$ cat config.mk
export PLATFORM = sky130hd
export DESIGN_NAME = line_follower_marker_sequencer
export DESIGN_NICKNAME = d
export VERILOG_FILES = /design/src/hw/rtl/lfms_pkg.sv /design/src/hw/rtl/lfms_step.sv /design/src/hw/rtl/line_follower_marker_sequencer.sv
export VERILOG_INCLUDE_DIRS = /design/src /design/src/hw/rtl
export SDC_FILE = /design/constraint.sdc
export NUM_CORES = 1
export LEC_CHECK = 0
export ABC_CLOCK_PERIOD_IN_PS = 13100
export BUFFER_PORTS_ARGS = -buffer_cell sky130_fd_sc_hd__buf_2
export CAP_MARGIN = 20
export CORE_MARGIN = 8
export CORE_UTILIZATION = 40
export CTS_CLUSTER_SIZE = 20
export DETAILED_ROUTE_END_ITERATION = 6
export SETUP_SLACK_MARGIN = 0.05
export SLEW_MARGIN = 20
export SYNTH_ARGS = -nofsm -noshare
export SYNTH_HDL_FRONTEND = slang
export SYNTH_HIERARCHICAL = 1
export SYNTH_SLANG_ARGS = --single-unit
$ cat constraint.sdc
create_clock -name i_clk -period 13.1 [get_ports i_clk]
set_clock_uncertainty 0.05 [all_clocks]
set_input_delay 1.31 -clock i_clk [delete_from_list [all_inputs] [get_ports i_clk]]
set_output_delay 1.31 -clock i_clk [all_outputs]
set_load 0.005 [all_outputs]
$ cat src/hw/rtl/line_follower_marker_sequencer_macros.svh
// assertion macros shared by the line follower marker sequencer rtl
`ifndef LINE_FOLLOWER_MARKER_SEQUENCER_MACROS_SVH
`define LINE_FOLLOWER_MARKER_SEQUENCER_MACROS_SVH

// plain property checked on every clock edge outside reset
`define LFMS_ASSERT(lbl, prop, msg) \
    lbl: assert property (@(posedge i_clk) disable iff (!i_rst_n) (prop)) \
        else $error(msg);

// same-cycle implication checked on every clock edge outside reset
`define LFMS_ASSERT_IMPL(lbl, ante, cons, msg) \
    lbl: assert property (@(posedge i_clk) disable iff (!i_rst_n) \
        (ante) |-> (cons)) else $error(msg);

`endif

$ cat src/hw/rtl/lfms_pkg.sv
// types, codes and constants for the line follower marker sequencer
`timescale 1ns / 1ps

package lfms_pkg;

    // item kinds
    localparam logic [1:0] FUNC_SAMPLE      = 2'd0;
    localparam logic [1:0] FUNC_LEFT_PULSE  = 2'd1;
    localparam logic [1:0] FUNC_RIGHT_PULSE = 2'd2;
    localparam logic [1:0] FUNC_RX_BYTE     = 2'd3;

    // configuration register indexes
    localparam int unsigned CFG_IDX_W = 3;
    localparam int unsigned CFG_DATA_W = 16;
    localparam logic [CFG_IDX_W-1:0] CFG_WHITE_THRESHOLD = 3'd0;
    localparam logic [CFG_IDX_W-1:0] CFG_FAST_SPEED      = 3'd1;
    localparam logic [CFG_IDX_W-1:0] CFG_MEDIUM_SPEED    = 3'd2;
    localparam logic [CFG_IDX_W-1:0] CFG_SLOW_SPEED      = 3'd3;
    localparam logic [CFG_IDX_W-1:0] CFG_SHAFT_LIMIT     = 3'd4;

    // register reset values
    localparam logic [7:0]  RST_WHITE_THRESHOLD = 8'd40;
    localparam logic [7:0]  RST_FAST_SPEED      = 8'd120;
    localparam logic [7:0]  RST_MEDIUM_SPEED    = 8'd100;
    localparam logic [7:0]  RST_SLOW_SPEED      = 8'd80;
    localparam logic [15:0] RST_SHAFT_LIMIT     = 16'd10;

    // pattern codes
    localparam logic [2:0] PAT_NONE       = 3'd0;
    localparam logic [2:0] PAT_ALL        = 3'd1;
    localparam logic [2:0] PAT_RIGHT_MID  = 3'd2;
    localparam logic [2:0] PAT_MID_LEFT   = 3'd3;
    localparam logic [2:0] PAT_RIGHT      = 3'd4;
    localparam logic [2:0] PAT_LEFT       = 3'd5;
    localparam logic [2:0] PAT_MID        = 3'd6;
    localparam logic [2:0] PAT_OFF_LINE   = 3'd7;

    localparam logic [7:0]  RESUME_BYTE = 8'h38;
    localparam logic [15:0] DONE_MARK   = 16'd99;

    typedef struct packed {
        logic [1:0] func;
        logic [7:0] right_level;
        logic [7:0] middle_level;
        logic [7:0] left_level;
        logic [7:0] rx_byte;
    } t_in_item;

    typedef struct packed {
        logic [7:0]  left_speed;
        logic [7:0]  right_speed;
        logic        forward;
        logic [2:0]  pattern_code;
        logic [15:0] marker_count;
        logic        tx_valid;
        logic [3:0]  tx_data;
        logic        buzzer;
    } t_out_item;

    typedef struct packed {
        logic [7:0]  white_threshold;
        logic [7:0]  fast_speed;
        logic [7:0]  medium_speed;
        logic [7:0]  slow_speed;
        logic [15:0] shaft_limit;
    } t_cfg;

    typedef struct packed {
        logic [15:0] marker_count;
        logic        following;
        logic        black_armed;
        logic        travel_done;
        logic [15:0] left_pulses;
        logic [15:0] right_pulses;
        logic        send_pending;
        logic [7:0]  left_drive;
        logic [7:0]  right_drive;
        logic        forward;
        logic        buzzer;
        logic [2:0]  pattern;
    } t_state;

endpackage

$ cat src/hw/rtl/lfms_step.sv
// next-state and result logic for one item
`timescale 1ns / 1ps

module lfms_step (
    input  lfms_pkg::t_state    i_state,
    input  lfms_pkg::t_cfg      i_cfg,
    input  lfms_pkg::t_in_item  i_item,
    output lfms_pkg::t_state    o_state,
    output lfms_pkg::t_out_item o_result
);
    import lfms_pkg::*;

    logic        on_r;
    logic        on_m;
    logic        on_l;
    logic        sent;
    logic [15:0] pulse_cnt;

    assign on_r = i_item.right_level  < i_cfg.white_threshold;
    assign on_m = i_item.middle_level < i_cfg.white_threshold;
    assign on_l = i_item.left_level   < i_cfg.white_threshold;

    // shared incrementer for whichever shaft pulsed
    assign pulse_cnt = ((i_item.func == FUNC_LEFT_PULSE) ? i_state.left_pulses
                                                         : i_state.right_pulses) + 16'd1;

    always_comb begin
        o_state = i_state;
        sent    = 1'b0;
        case (i_item.func)
            FUNC_SAMPLE: begin
                if (i_state.following && (on_r || on_m || on_l)) begin
                    o_state.forward     = 1'b1;
                    o_state.black_armed = 1'b1;
                    if (on_r && on_m && on_l) begin
                        o_state.pattern     = PAT_ALL;
                        o_state.left_drive  = i_cfg.fast_speed;
                        o_state.right_drive = i_cfg.fast_speed;
                    end else if (on_r && on_m) begin
                        o_state.pattern     = PAT_RIGHT_MID;
                        o_state.left_drive  = i_cfg.fast_speed;
                        o_state.right_drive = i_cfg.medium_speed;
                    end else if (on_m && on_l) begin
                        o_state.pattern     = PAT_MID_LEFT;
                        o_state.left_drive  = i_cfg.medium_speed;
                        o_state.right_drive = i_cfg.fast_speed;
                    end else if (on_r) begin
                        o_state.pattern     = PAT_RIGHT;
                        o_state.left_drive  = i_cfg.fast_speed;
                        o_state.right_drive = i_cfg.slow_speed;
                    end else if (on_l) begin
                        o_state.pattern     = PAT_LEFT;
                        o_state.left_drive  = i_cfg.slow_speed;
                        o_state.right_drive = i_cfg.fast_speed;
                    end else begin
                        o_state.pattern     = PAT_MID;
                        o_state.left_drive  = i_cfg.fast_speed;
                        o_state.right_drive = i_cfg.fast_speed;
                    end
                end else begin
                    o_state.pattern = PAT_OFF_LINE;
                    if (i_state.black_armed) begin
                        // leaving a black marker
                        o_state.marker_count = i_state.marker_count + 16'd1;
                        o_state.black_armed  = 1'b0;
                        o_state.travel_done  = 1'b0;
                        o_state.left_pulses  = 16'd0;
                        o_state.right_pulses = 16'd0;
                        o_state.following    = 1'b0;
                    end else if (i_state.travel_done) begin
                        o_state.left_drive   = 8'd0;
                        o_state.right_drive  = 8'd0;
                        o_state.marker_count = DONE_MARK;
                    end else if (!i_state.following && (on_r || on_m || on_l)) begin
                        o_state.left_drive  = 8'd0;
                        o_state.right_drive = 8'd0;
                        if (i_state.send_pending) begin
                            sent                 = 1'b1;
                            o_state.send_pending = 1'b0;
                        end
                    end
                end
            end
            FUNC_LEFT_PULSE: begin
                o_state.left_pulses = pulse_cnt;
                if (pulse_cnt > i_cfg.shaft_limit) begin
                    o_state.travel_done = 1'b1;
                end
            end
            FUNC_RIGHT_PULSE: begin
                o_state.right_pulses = pulse_cnt;
                if (pulse_cnt > i_cfg.shaft_limit) begin
                    o_state.travel_done = 1'b1;
                end
            end
            FUNC_RX_BYTE: begin
                if (i_item.rx_byte == RESUME_BYTE) begin
                    o_state.buzzer       = 1'b1;
                    o_state.following    = 1'b1;
                    o_state.send_pending = 1'b1;
                end
            end
            default: begin
                o_state = i_state;
            end
        endcase
    end

    always_comb begin
        o_result.left_speed   = o_state.left_drive;
        o_result.right_speed  = o_state.right_drive;
        o_result.forward      = o_state.forward;
        o_result.pattern_code = o_state.pattern;
        o_result.marker_count = o_state.marker_count;
        o_result.tx_valid     = sent;
        o_result.tx_data      = sent ? o_state.marker_count[3:0] : 4'd0;
        o_result.buzzer       = o_state.buzzer;
    end

endmodule

$ cat src/hw/rtl/line_follower_marker_sequencer.sv
// line follower marker sequencer top level: handshakes, registers, state
`timescale 1ns / 1ps
`include "line_follower_marker_sequencer_macros.svh"

// Takes one item per clock when results are taken (sensor sample, left or right
// shaft pulse, or a received byte) and returns exactly one result per item,
// showing the motor speeds, forward flag, last pattern, marker count, any
// position nibble sent and the buzzer after that item. An accepted item is held
// in the input register while the step logic computes the new state, and its
// result is registered in the output register when the step advances; the
// input stalls while both registers are full and the output is not taken.
// The throughput is set by the single combinational pass from the input
// register to the state and result registers. Configuration writes (index 0
// white threshold, 1 fast, 2 medium, 3 slow speed, 4 shaft limit) take effect
// at once and are meant for idle periods; other indexes are ignored.
module line_follower_marker_sequencer (
    input  logic                              i_clk,
    input  logic                              i_rst_n,
    input  logic                              i_cfg_wr_en,
    input  logic [lfms_pkg::CFG_IDX_W-1:0]    i_cfg_index,
    input  logic [lfms_pkg::CFG_DATA_W-1:0]   i_cfg_wdata,
    input  logic                              i_in_valid,
    output logic                              o_in_ready,
    input  lfms_pkg::t_in_item                i_in_data,
    output logic                              o_out_valid,
    input  logic                              i_out_ready,
    output lfms_pkg::t_out_item               o_out_data
);
    import lfms_pkg::*;

    t_cfg      r_cfg;
    t_state    r_state;
    t_state    n_state;
    t_in_item  r_in;
    logic      r_in_valid;
    t_out_item r_out;
    t_out_item n_out;
    logic      r_out_valid;
    logic      w_adv;

    // step the held item when the result slot is free or being emptied
    assign w_adv      = r_in_valid && (!r_out_valid || i_out_ready);
    assign o_in_ready = !r_in_valid || w_adv;

    lfms_step u_step (
        .i_state  (r_state),
        .i_cfg    (r_cfg),
        .i_item   (r_in),
        .o_state  (n_state),
        .o_result (n_out)
    );

    always_ff @(posedge i_clk) begin
        if (!i_rst_n) begin
            r_cfg.white_threshold <= RST_WHITE_THRESHOLD;
            r_cfg.fast_speed      <= RST_FAST_SPEED;
            r_cfg.medium_speed    <= RST_MEDIUM_SPEED;
            r_cfg.slow_speed      <= RST_SLOW_SPEED;
            r_cfg.shaft_limit     <= RST_SHAFT_LIMIT;
        end else if (i_cfg_wr_en) begin
            case (i_cfg_index)
                CFG_WHITE_THRESHOLD: r_cfg.white_threshold <= i_cfg_wdata[7:0];
                CFG_FAST_SPEED:      r_cfg.fast_speed      <= i_cfg_wdata[7:0];
                CFG_MEDIUM_SPEED:    r_cfg.medium_speed    <= i_cfg_wdata[7:0];
                CFG_SLOW_SPEED:      r_cfg.slow_speed      <= i_cfg_wdata[7:0];
                CFG_SHAFT_LIMIT:     r_cfg.shaft_limit     <= i_cfg_wdata;
                default: begin
                end
            endcase
        end
    end

    always_ff @(posedge i_clk) begin
        if (!i_rst_n) begin
            r_state     <= '0;
            r_in_valid  <= 1'b0;
            r_out_valid <= 1'b0;
        end else begin
            if (o_in_ready) begin
                r_in_valid <= i_in_valid;
            end
            if (w_adv) begin
                r_state     <= n_state;
                r_out_valid <= 1'b1;
            end else if (i_out_ready) begin
                r_out_valid <= 1'b0;
            end
        end
    end

    always_ff @(posedge i_clk) begin
        if (o_in_ready && i_in_valid) begin
            r_in <= i_in_data;
        end
        if (w_adv) begin
            r_out <= n_out;
        end
    end

    assign o_out_valid = r_out_valid;
    assign o_out_data  = r_out;

    `LFMS_ASSERT_IMPL(a_stall_only_when_full, !o_in_ready, r_in_valid && r_out_valid,
        "input stalled while a register stage is free")
    `LFMS_ASSERT_IMPL(a_sent_clears_pending, r_out_valid && r_out.tx_valid,
        !r_state.send_pending, "position sent but send still pending")
    `LFMS_ASSERT_IMPL(a_steer_sets_forward,
        r_state.pattern != PAT_NONE && r_state.pattern != PAT_OFF_LINE, r_state.forward,
        "steering pattern recorded without forward command")
    `LFMS_ASSERT(a_state_holds, ($past(i_rst_n) && !$past(w_adv)) |-> $stable(r_state),
        "state changed without a step")
    `LFMS_ASSERT(a_sample_sets_pattern,
        (w_adv && r_in.func == FUNC_SAMPLE) |=> (r_state.pattern != PAT_NONE),
        "sensor sample left no pattern")

endmodule
* Yosys cells after proc, flatten, opt, wreduce, memory -nomap -nowiden
Index checks and enable logic that the tools add are counted. W data, S select, Z words.
Storage, ports and cells: flip-flop bits (word level) 199, bits of input ports 58, output and inout bits 44, word-level logic and storage cells 130
Operators by class: $add $sub $neg 2, $lt $le $gt $ge 4, eq/ne operators 15, muxes and demuxes 44, reductions and logical operators 33
Operators by type and width (count):
- $mux W16 | 11
- $mux W17 | 4
- $pmux W16 S2 | 2
- $mux W35 | 1
- $mux W34 | 1
- $add A16 B1 Y16 const B | 2
- $lt A8 B8 Y1 | 3
- $mux W3 | 6
- $gt A16 B16 Y1 | 1
- $mux W1 | 15
- $reduce_and A2 Y1 | 6
- $reduce_and A5 Y1 | 2
- $reduce_bool A2 Y1 | 5
- $eq A8 B6 Y1 const B | 1
- $ne A2 B2 Y1 const B | 4
- $reduce_and A4 Y1 | 2
- $logic_and A1 B1 Y1 | 7
- $reduce_and A7 Y1 | 1
- $eq A3 B2 Y1 const B | 2
- $ne A2 B1 Y1 const B | 3
- $pmux W1 S2 | 3
- $eq A2 B2 Y1 const B | 2
- $logic_or A1 B1 Y1 | 4
- $eq A3 B1 Y1 const B | 1
- other kinds (7) | 9

* Longest topological paths before layout
Gate-level depths: netlist of the first run.
depth in word-level cells 9, depth in mapped cells 20, depth with buffers taken out 17

* Cells and area by module
The synthesis of the first run kept the hierarchy.
By module, submodules not included:
- line_follower_marker_sequencer | instances 1, cells an instance 583, area each 6942.9 um2, sequential area each 4744.6 um2
- lfms_step | instances 1, cells an instance 511, area each 3594.7 um2, sequential area each 0.0 um2

* Least setup slack after synthesis of the first run
Ideal clock, no wire load.
path kind flip-flop to flip-flop, start point register r_in[33] (netlist bit), end point register r_state[54] (netlist bit), library setup time 0.121 ns, data arrival time 4.097 ns, required time 12.929 ns, setup slack 8.832 ns, cell stages (with the launch flop) 20, path buffers 3, clock period less this slack 4.268 ns, path through edfxtp_1 inv_1 ha_1 buf_2 buf_2 buf_1 mux2i_1 inv_1 ha_1 nor4b_2 nand3_1 xnor2_1 ha_1 a21o_1 a221o_1 a2111oi_0 o311a_1 nor3_1 nand2_1 mux2i_1
RTL lines:
- from (decl) | RTL line line_follower_marker_sequencer.sv:34 | t_in_item r_in;
- from (signal assigned) | RTL line line_follower_marker_sequencer.sv:93 | r_in <= i_in_data;
- to (signal assigned) | RTL line line_follower_marker_sequencer.sv:83 | r_state <= n_state;
- to (decl) | RTL line line_follower_marker_sequencer.sv:32 | t_state r_state;

==> qor.yml, run 1 <==
cts:
  clkLatencyLatePin_ns: 0.44
  holdBufCountCts: 0
  path_clk_slew_ns: 0.08
  cts_made_buffers: 17
  cts.sink_count: 199
  post_cts_resized: 0
  cts_setup_buffers: 0
  root_buffer: "clkbuf_16"
  cts_tree: "yes"
  cts_buffer_depth: 2
  h-tree-depth: 4
critical_path:
  critPathKind: "reg2reg"
  startpoint_type: "flop"
  cp.arrival_ns: 4.65
  crit_path_end_kind: "flop"
  crit_required_ns: 13.35
  path_max_fanout: 27
  r2r_slack_ns: 8.70
synthesis:
  yosys.area.top_type: "dfxtp_1"
  synth.most_common_cell: "nand2_1"
  synth_nets: 1196
  yosysTopAreaCellShare: 0.234
  synthCells: 1094
  syn_area_sq_um: 10500
  ys_types: 68
  syn_avg_cell_area_sq_um: 9.63
  synth_ff_type: "dfxtp_1"
  yosysSeqAreaShare: 0.450
  synth_edf_count: 76
  yosysWarnings: 6
  synth_async_sr_flop_share: 0
  synth.area.top_cells: "dfxtp_1 23%, edfxtp_1 22%, mux2i_1 9.0%"
  yosys-top-cells-count: "211 x nand2_1, 123 x dfxtp_1, 95 x mux2i_1"
  ys_seq_elements: 199
finish:
  multi_input_area_sq_um: 5060
  seq_area_sq_um: 4740
  drive_gt1_frac: 0.167
  fillerInstances: 2526
  syn_to_final_growth_pct: 9.17
  nets: 1218
timing:
  setup_viol: 0
  worst_pin_slew_ns: 0.924
  slew_headroom: 0.384
  period_share: 0.336
  setup_tns_ns: 0
  setup_slack_ns: 8.70
  slew_violations: 0
  rsz0062_at_grt: "false"
  clock.fmax_mhz: 227
  hold_viol: 0
  fin_crit_ns: 4.40
power_and_ir_drop:
  p_seq_frac: 0.515
  p_sw_w: 0.000339
  swShare: 0.263
  share_comb_of_total_power: 0.086
  p_leak_nw: 4.31
  p_int_w: 0.000951
  p_per_area_nw_per_um2: 112
  clock_power_share: 0.399
  irDropWorstVdd_mv: 0.0615
placement:
  place_congestion: 0.846
  dpl.hpwl_um: 16600
  pre_cts_ws_ns: 8.66
  numPortBuffers: 101
global_route:
  grt_pass1_vias: 7628
  grt.overflow.total: 0
  grt_first_pass_wirelength_um: 38600
  gr-usage-all-layers: 0.150
  antenna_found_initial: 3
  grt_max_degree: 76
run_status:
  run_status: "complete, no violations"
floorplan:
  ioPinCount: 102
  initial_utilization: 0.406
  die_w_um: 178
  dieArea_sq_um: 31800
  die_y_um: 178
  coreArea_sq_um: 26000
  fp-row-count: 59
detailed_routing:
  wirelength_um: 23300
  drtAntennaViolNets: 0
  drtIter0Drc: 542
  avgViaCountPerCell: 5.25
  wl_per_cell_um: 15.9
  dr.pass1.iters: 5
  vias: 7693
  drc: 0
worst_hold_path:
  worst_hold_path_type: "reg2reg"
flow_run:
  maxCapViolations: 0
==> stage by stage <==
step	area, sq um	util	hold WS (ns)	power [W]	cells
2_1_floorplan	10500	-	0.380	0.000755	1094
3_3_place_gp	10900	0.420	0.387	0.000789	1432
3_5_place_dp	10900	0.420	0.398	0.000791	1432
4_1_cts	11500	0.443	0.408	0.00131	1464
5_1_grt	11500	0.443	0.418	0.00134	1465
6_report	11500	0.443	0.404	0.00129	1465
==> cell families (layout without fill, tap and decap cells) <==
family | count (synthesis) | after routing | synth area share
AND/OR/NAND/NOR | 389 | 389 | 0.168
AO/OA/AOI/OAI | 206 | 206 | 0.147
flip-flops | 199 | 199 | 0.450
buffers and inverters | 137 | 172 | 0.0698
multiplexers | 105 | 105 | 0.101
adder cells (fa/ha/maj) | 44 | 44 | 0.0522
XOR/XNOR | 14 | 14 | 0.0116
other | 0 | 1 | 0
==> final cells by class <==
type	count	share of cell area
Clock inverter	15	0.0135
Timing Repair Buffer	110	0.0504
Clock buffer	17	0.0370
Inverter	30	0.00979
Antenna cell	1	0.000218
Tap cell	335	0.0364
Multi-Input combinational cell	758	0.440
Sequential cell	199	0.412
==> sequential cells by signal, summed over array words and instances (netlist names) <==
register / flops
o_out_data: 42
o_out_valid: 1
r_cfg: 48
r_in: 34
r_in_valid: 1
r_state: 73
==> worst paths after layout <==
check	from	to	cells after the start
setup / recovery	r_in[33]	r_state[54]	17
hold / removal	r_state[3]	r_state[3]	2
setup reg to reg	r_in[33]	r_state[54]	17
hold reg to reg	r_state[3]	r_state[3]	2
==> layer usage <==
| layer | up-vias | track usage | share of wire |
|---|---|---|---|
| met4 | 4 | 0.0482 | 0.016 |
| met3 | 28 | 0.0341 | 0.046 |
| met2 | 143 | 0.231 | 0.43 |
| met5 | - | 0 | 0.00090 |
| met1 | 3615 | 0.204 | 0.51 |
| li1 | 3903 | - | - |
==> worst max-delay path: stages (launching register included) <==
cell and delay, ns:
edfxtp_1 0.42, inv_1 0.11, ha_1 0.15, buf_4 0.31
mux2i_1 0.17, inv_1 0.10, ha_1 0.23, nor4b_2 0.56
nand3_1 0.17, xnor2_1 0.31, ha_1 0.30, a21o_1 0.16
a221o_1 0.35, a2111oi_0 0.45, o311a_1 0.24, nor3_1 0.05
nand2_1 0.07, mux2i_1 0.07
==> placed cells by master (no fill, tap or decap), drive strengths merged, types with 22 or more instances in the layout <==
| master | instances |
|---|---|
| nand2 | 213 |
| dfxtp | 123 |
| buf | 110 |
| mux2i | 95 |
| edfxtp | 76 |
| o21ai | 64 |
| nor2 | 54 |
| nand3 | 52 |
| ha | 44 |
| inv | 37 |
| a22o | 33 |
| a21oi | 22 |
==> power groups by stage <==
stage	Combinational, W	Sequential [W]	Clock (W)
final	0.000111	0.000664	0.000514
after detailed placement	0.000112	0.000679	0
after floorplan	0.0000778	0.000678	0
after global routing	0.000123	0.000666	0.000551
after CTS	0.000112	0.000664	0.000529
after global placement	0.000111	0.000678	0
Power figures use the tool's default switching activity.
==> run 2: changes to the inputs <==
--- a/config.mk
+++ b/config.mk
@@ -6,7 +6,8 @@
 export SDC_FILE = /design/constraint.sdc
 export NUM_CORES = 1
 export LEC_CHECK = 0
-export ABC_CLOCK_PERIOD_IN_PS = 13100
+export ABC_AREA = 1
+export ABC_CLOCK_PERIOD_IN_PS = 4000
 export BUFFER_PORTS_ARGS = -buffer_cell sky130_fd_sc_hd__buf_2
 export CAP_MARGIN = 20
 export CORE_MARGIN = 8
==> constraint.sdc (replaced) <==
create_clock -name i_clk -period 4 [get_ports i_clk]
set_clock_uncertainty 0.05 [all_clocks]
set_input_delay 0.4 -clock i_clk [delete_from_list [all_inputs] [get_ports i_clk]]
set_output_delay 0.4 -clock i_clk [all_outputs]
set_load 0.005 [all_outputs]
==> qor.yml, run 2 <==
run_status:
  run_status: "complete, no violations"
detailed_routing:
  drtAntennaViolNets: 0
  avgViaCountPerCell: 4.84
  vias: 9310
  wirelength_um: 26600
  drc: 0
  wl_per_cell_um: 13.8
  drtIter0Drc: 730
  dr.pass1.iters: 5
finish:
  drive_gt1_frac: 0.143
  seq_area_sq_um: 4750
  fillerInstances: 2859
  fin_area_sq_um: 12300
  largest_reg_flops: 73
  utilization: 0.444
  layout_commonest_cell: "nand2_1"
  syn_to_final_growth_pct: 9.80
  multi_input_area_sq_um: 5290
  insertedDiodeCount: 0
  layout_common_cells: "386 x nand2_1, 264 x nor2_1, 137 x inv_1, 122 x dfxtp_1, 100 x buf_2"
  regMostFlops: "r_state"
  nets: 1636
worst_hold_path:
  min_from: "i_in_data[12]"
  hold_depth: 1
  hold_path_end: "r_in[12]"
  worst_hold_path_type: "in2reg"
cts:
  root_buffer: "clkbuf_16"
  cts.sink_count: 199
  cts_buffer_depth: 2
  cts_tree: "yes"
  holdBufCountCts: 0
  cts_made_buffers: 17
  path_clk_slew_ns: 0.08
  h-tree-depth: 4
  clkLatencyLatePin_ns: 0.44
synthesis:
  yosys.area.top_type: "dfxtp_1"
  syn_avg_cell_area_sq_um: 7.48
  synthCells: 1494
  yosys-top-cells-count: "387 x nand2_1, 265 x nor2_1, 137 x inv_1"
  syn_area_sq_um: 11200
  synth.most_common_cell: "nand2_1"
  synth_nets: 1596
  yosysSeqAreaShare: 0.424
  synth_edf_count: 76
  yosysWarnings: 6
  ys_seq_elements: 199
  yosysTopAreaCellShare: 0.220
  synth_async_sr_flop_share: 0
  synth_ff_type: "dfxtp_1"
  synth.area.top_cells: "dfxtp_1 22%, edfxtp_1 20%, nand2_1 13%"
  ys_types: 41
critical_path:
  worstReg2RegEnd: "r_state[54]"
  crit_required_ns: 4.29
  crit_path_end_kind: "flop"
  startpoint_type: "flop"
  path_max_fanout: 7
  r2r_start: "r_in[32]"
  startpoint: "r_in[32]"
  critPathKind: "reg2reg"
  r2r_slack_ns: 0.31
  cp.arrival_ns: 3.98
  r2r_cells: 25
timing:
  period_share: 0.923
  fin_crit_ns: 3.69
  hold_viol: 0
  slew_headroom: 0.390
  rsz0062_at_grt: "false"
  slew_violations: 0
  worst_pin_slew_ns: 0.915
  setup_viol: 0
  clock.fmax_mhz: 271
floorplan:
  dieArea_sq_um: 33500
  die_w_um: 183
  coreArea_sq_um: 27600
  fp-row-count: 61
  die_y_um: 183
  ioPinCount: 102
  initial_utilization: 0.405
placement:
  numPortBuffers: 101
  placed_area_sq_um: 11600
  place_congestion: 0.865
  dpl.hpwl_um: 18500
global_route:
  grt_max_degree: 116
  grt_first_pass_wirelength_um: 43300
  grt_pass1_vias: 8725
  gr-usage-all-layers: 0.158
  grt.overflow.total: 0
  antenna_found_initial: 1
flow_run:
  maxCapViolations: 0
power_and_ir_drop:
  p_per_area_nw_per_um2: 382
  p_leak_nw: 5.48
  irDropWorstVdd_mv: 0.272
==> run 2: worst max-delay path, stage by stage (launching register included) <==
cell and delay [ns]:
edfxtp_1 0.47, ha_4 0.24, clkbuf_4 0.20, o21ai_4 0.19, ha_1 0.20, nand2_2 0.08
nor2_4 0.13, nand2_2 0.09, nor2_2 0.09, nand2_2 0.08, nor2_4 0.16, nand3_2 0.09
and2_4 0.18, ha_1 0.26, nand2_1 0.07, nor2_2 0.14, nand4_1 0.12, nor2_1 0.11
nor3_1 0.05, o21ai_1 0.13, nand2_1 0.07, nand2_1 0.06, inv_1 0.03, nand3b_1 0.14
nand2_1 0.10, nor2_1 0.04
==> run 2: cell families after synthesis <==
kind of cell,count (synthesis),synth area share
simple gates,868,0.349
buf+inv,247,0.107
flops,199,0.424
compound gates,130,0.0654
fa+ha+maj,44,0.0493
xor+xnor,6,0.00537
==> run 2: stage by stage <==
step	hold WS [ns]	setup TNS [ns]	worst slack (ns)	total power (W)	std cells
6_report	0.0799	0	0.309	0.00469	1925
5_1_grt	0.0520	0	0.0622	0.00493	1925
4_1_cts	0.0610	0	0.189	0.00471	1917
3_5_place_dp	0.408	-0.0172	-0.0172	0.00308	1885
3_3_place_gp	0.396	0	0.0976	0.00307	1885
2_1_floorplan	0.379	0	0.636	0.00292	1494
==> run 2: where the power goes <==
part	total (W)	internal [W]	switching (W)
registers	0.00230	0.00223	0.0000671
clock network	0.00163	0.000815	0.000820
logic	0.000756	0.000276	0.000480
total	0.00469	0.00332	0.00137
==> run 2: what timing repair did <==
item / in CTS / in global routing
setup endpoints to repair: 1 / 1
resized for setup: 1 / 6
pin swaps: 0 / 1
setup buffers: 0 / 8
==> run 2: layout make-up <==
cell class | instances | area share
clock buffers | 18 | 0.0350
multi-input cells | 1048 | 0.431
flip-flops and latches | 199 | 0.387
inverters | 148 | 0.0453
well taps | 378 | 0.0385
repair buffers | 120 | 0.0540
clock inverters | 14 | 0.00938
==> run 2: how the worst max path moves through the flow <==
stage / to / slack [ns] / depth (start not counted)
floorplan: r_state[54] / 0.64 / 28
global placement: r_state[54] / 0.1 / 26
detailed placement: r_state[54] / -0.02 / 26
CTS: r_state[54] / 0.19 / 26
global route: r_state[54] / 0.06 / 25
finish: r_state[54] / 0.31 / 25
==> run 2: per-layer routing <==
metal,up-vias,wire [um],track usage
met5,-,10,0
met4,2,327,0.0413
met3,35,1500,0.0370
met2,234,11500,0.247
met1,4235,13300,0.216
li1,4804,-,-
==> run 3: changes to the inputs <==
--- a/config.mk
+++ b/config.mk
@@ -6,7 +6,6 @@
 export SDC_FILE = /design/constraint.sdc
 export NUM_CORES = 1
 export LEC_CHECK = 0
-export ABC_AREA = 1
 export ABC_CLOCK_PERIOD_IN_PS = 4000
 export BUFFER_PORTS_ARGS = -buffer_cell sky130_fd_sc_hd__buf_2
 export CAP_MARGIN = 20
@@ -14,6 +13,7 @@
 export CORE_UTILIZATION = 40
 export CTS_CLUSTER_SIZE = 20
 export DETAILED_ROUTE_END_ITERATION = 6
+export RECOVER_POWER = 25
 export SETUP_SLACK_MARGIN = 0.05
 export SLEW_MARGIN = 20
 export SYNTH_ARGS = -nofsm -noshare
==> qor.yml, run 3 (synthesis gave the netlist of run 1 again) <==
floorplan:
  dieArea_sq_um: 31800
  coreArea_sq_um: 26000
  initial_utilization: 0.406
  fp-row-count: 59
  ioPinCount: 102
  die_w_um: 178
  die_y_um: 178
timing:
  clock.fmax_mhz: 265
  setup_tns_ns: 0
  rsz0062_at_grt: "false"
  worst_pin_slew_ns: 1.37
  setup_viol: 0
  slew_violations: 0
  slew_headroom: 0.0897
  fin_crit_ns: 3.78
  hold_viol: 0
  period_share: 0.944
cts:
  cts_tree: "yes"
  clkLatencyLatePin_ns: 0.43
  h-tree-depth: 4
  cts_buffer_depth: 2
  cts_made_buffers: 17
  cts.sink_count: 199
  root_buffer: "clkbuf_16"
  path_clk_slew_ns: 0.07
finish:
  regMostFlops: "r_state"
  syn_to_final_growth_pct: 10.7
  layout_common_cells: "211 x nand2_1, 123 x dfxtp_1, 95 x mux2i_1, 88 x buf_2, 76 x edfxtp_1"
  drive_gt1_frac: 0.165
  insertedDiodeCount: 0
  utilization: 0.449
  largest_reg_flops: 73
  layout_commonest_cell: "nand2_1"
  nets: 1232
detailed_routing:
  vias: 7761
  drtIter0Drc: 522
  wirelength_um: 23900
  drc: 0
  drtAntennaViolNets: 0
  wl_per_cell_um: 16.2
  dr.pass1.iters: 5
  avgViaCountPerCell: 5.25
placement:
  numPortBuffers: 101
  place_congestion: 0.825
  dpl.hpwl_um: 16900
run_status:
  run_status: "complete, no violations"
global_route:
  grt_first_pass_wirelength_um: 38700
  gr-usage-all-layers: 0.151
  grt_max_degree: 110
  grt.overflow.total: 0
  antenna_found_initial: 3
  grt_pass1_vias: 7510
critical_path:
  crit_path_end_kind: "flop"
  critical_path_buf_inv_count: 0
  crit_chain: "ha_4, nand3b_1, a221oi_2, and2_1, a21bo_2, xor2_1, ha_1, and3_1, a221o_1, a2111oi_2, o311a_1, nor3_1, nand2_1, mux2i_1"
  r2r_slack_ns: 0.22
  slowest_delay_ns: 0.50
  path_max_fanout: 7
  cp.arrival_ns: 4.03
  crit_family: "compound AO/OA/AOI/OAI gates"
  startpoint_type: "flop"
  critPathKind: "reg2reg"
  r2r_cells: 14
  worstReg2RegEnd: "r_state[54]"
  crit_required_ns: 4.25
  critPathSlowestCell: "edfxtp_1"
  r2r_start: "r_in[32]"
flow_run:
  maxCapViolations: 0
power_and_ir_drop:
  irDropWorstVdd_mv: 0.208
  p_per_area_nw_per_um2: 364
  p_leak_nw: 4.39
worst_hold_path:
  hold_depth: 1
  hold_path_end: "r_in[14]"
  worst_hold_path_type: "in2reg"
  min_from: "i_in_data[14]"
run 3: cell count changes in the layout (fill, tap and decap cells not counted), sizes merged, moves of 17 or more:
cell / previous run / this run
clkbuf: 19 / 36
a22o: 0 / 33
mux2i: 0 / 95
nor2: 276 / 54
a21oi: 39 / 22
nand3b: 81 / 4
nand3: 78 / 52
nand2: 406 / 213
inv: 155 / 34
run 3: metrics by stage:
step           hold slack [ns]  setup WS (ns)  total power, W  instances  instance area (sq um)
2_1_floorplan            0.380         0.0516         0.00247       1094                  10600
3_3_place_gp             0.387          0.155         0.00259       1445                  11100
3_5_place_dp             0.395         0.0335         0.00260       1445                  11100
4_1_cts                 0.0734         0.0864         0.00428       1477                  11600
5_1_grt                 0.0628         0.0315         0.00441       1478                  11700
6_report                0.0884          0.223         0.00424       1478                  11700
run 3: layer usage:
layer,vias up,track usage,part of all wire
li1,3921,-,-
met1,3621,0.205,0.49
met2,184,0.233,0.43
met3,29,0.0347,0.052
met4,6,0.0503,0.019
met5,-,0,0.0018
run 3: power breakdown:
group	switching, W	internal (W)
clock	0.000766	0.000919
combinational	0.000244	0.000134
sequential	0.0000216	0.00215
total	0.00103	0.00321
run 3: how the worst max path moves through the flow:
| stage | startpoint | end | slack (ns) | cells after the start |
|---|---|---|---|---|
| after floorplan | r_in[33] | r_state[54] | 0.05 | 19 |
| after global placement | r_in[33] | r_state[54] | 0.15 | 16 |
| after detailed placement | r_in[33] | r_state[54] | 0.03 | 15 |
| after CTS | r_in[33] | r_state[54] | 0.09 | 15 |
| after global routing | r_in[33] | r_state[54] | 0.03 | 15 |
| final | r_in[32] | r_state[54] | 0.22 | 14 |
run 3: what timing repair did:
| action | in CTS | in global routing |
|---|---|---|
| endpoints found under the setup margin | 1 | 1 |
| resized for setup | 1 | 7 |
| pin swaps | 0 | 0 |
| hold buffers | 0 | 0 |
| buffers inserted | 0 | 1 |
run 3: final cells by class:
type                    instances  area (sq um)
inverters                      30           113
fillers                      2510         14300
well taps                     335           419
flip-flops and latches        199          4740
repair buffers                124           707
clock inverters                 9          92.6
multi-input cells             758          5110
clock buffers                  23           478
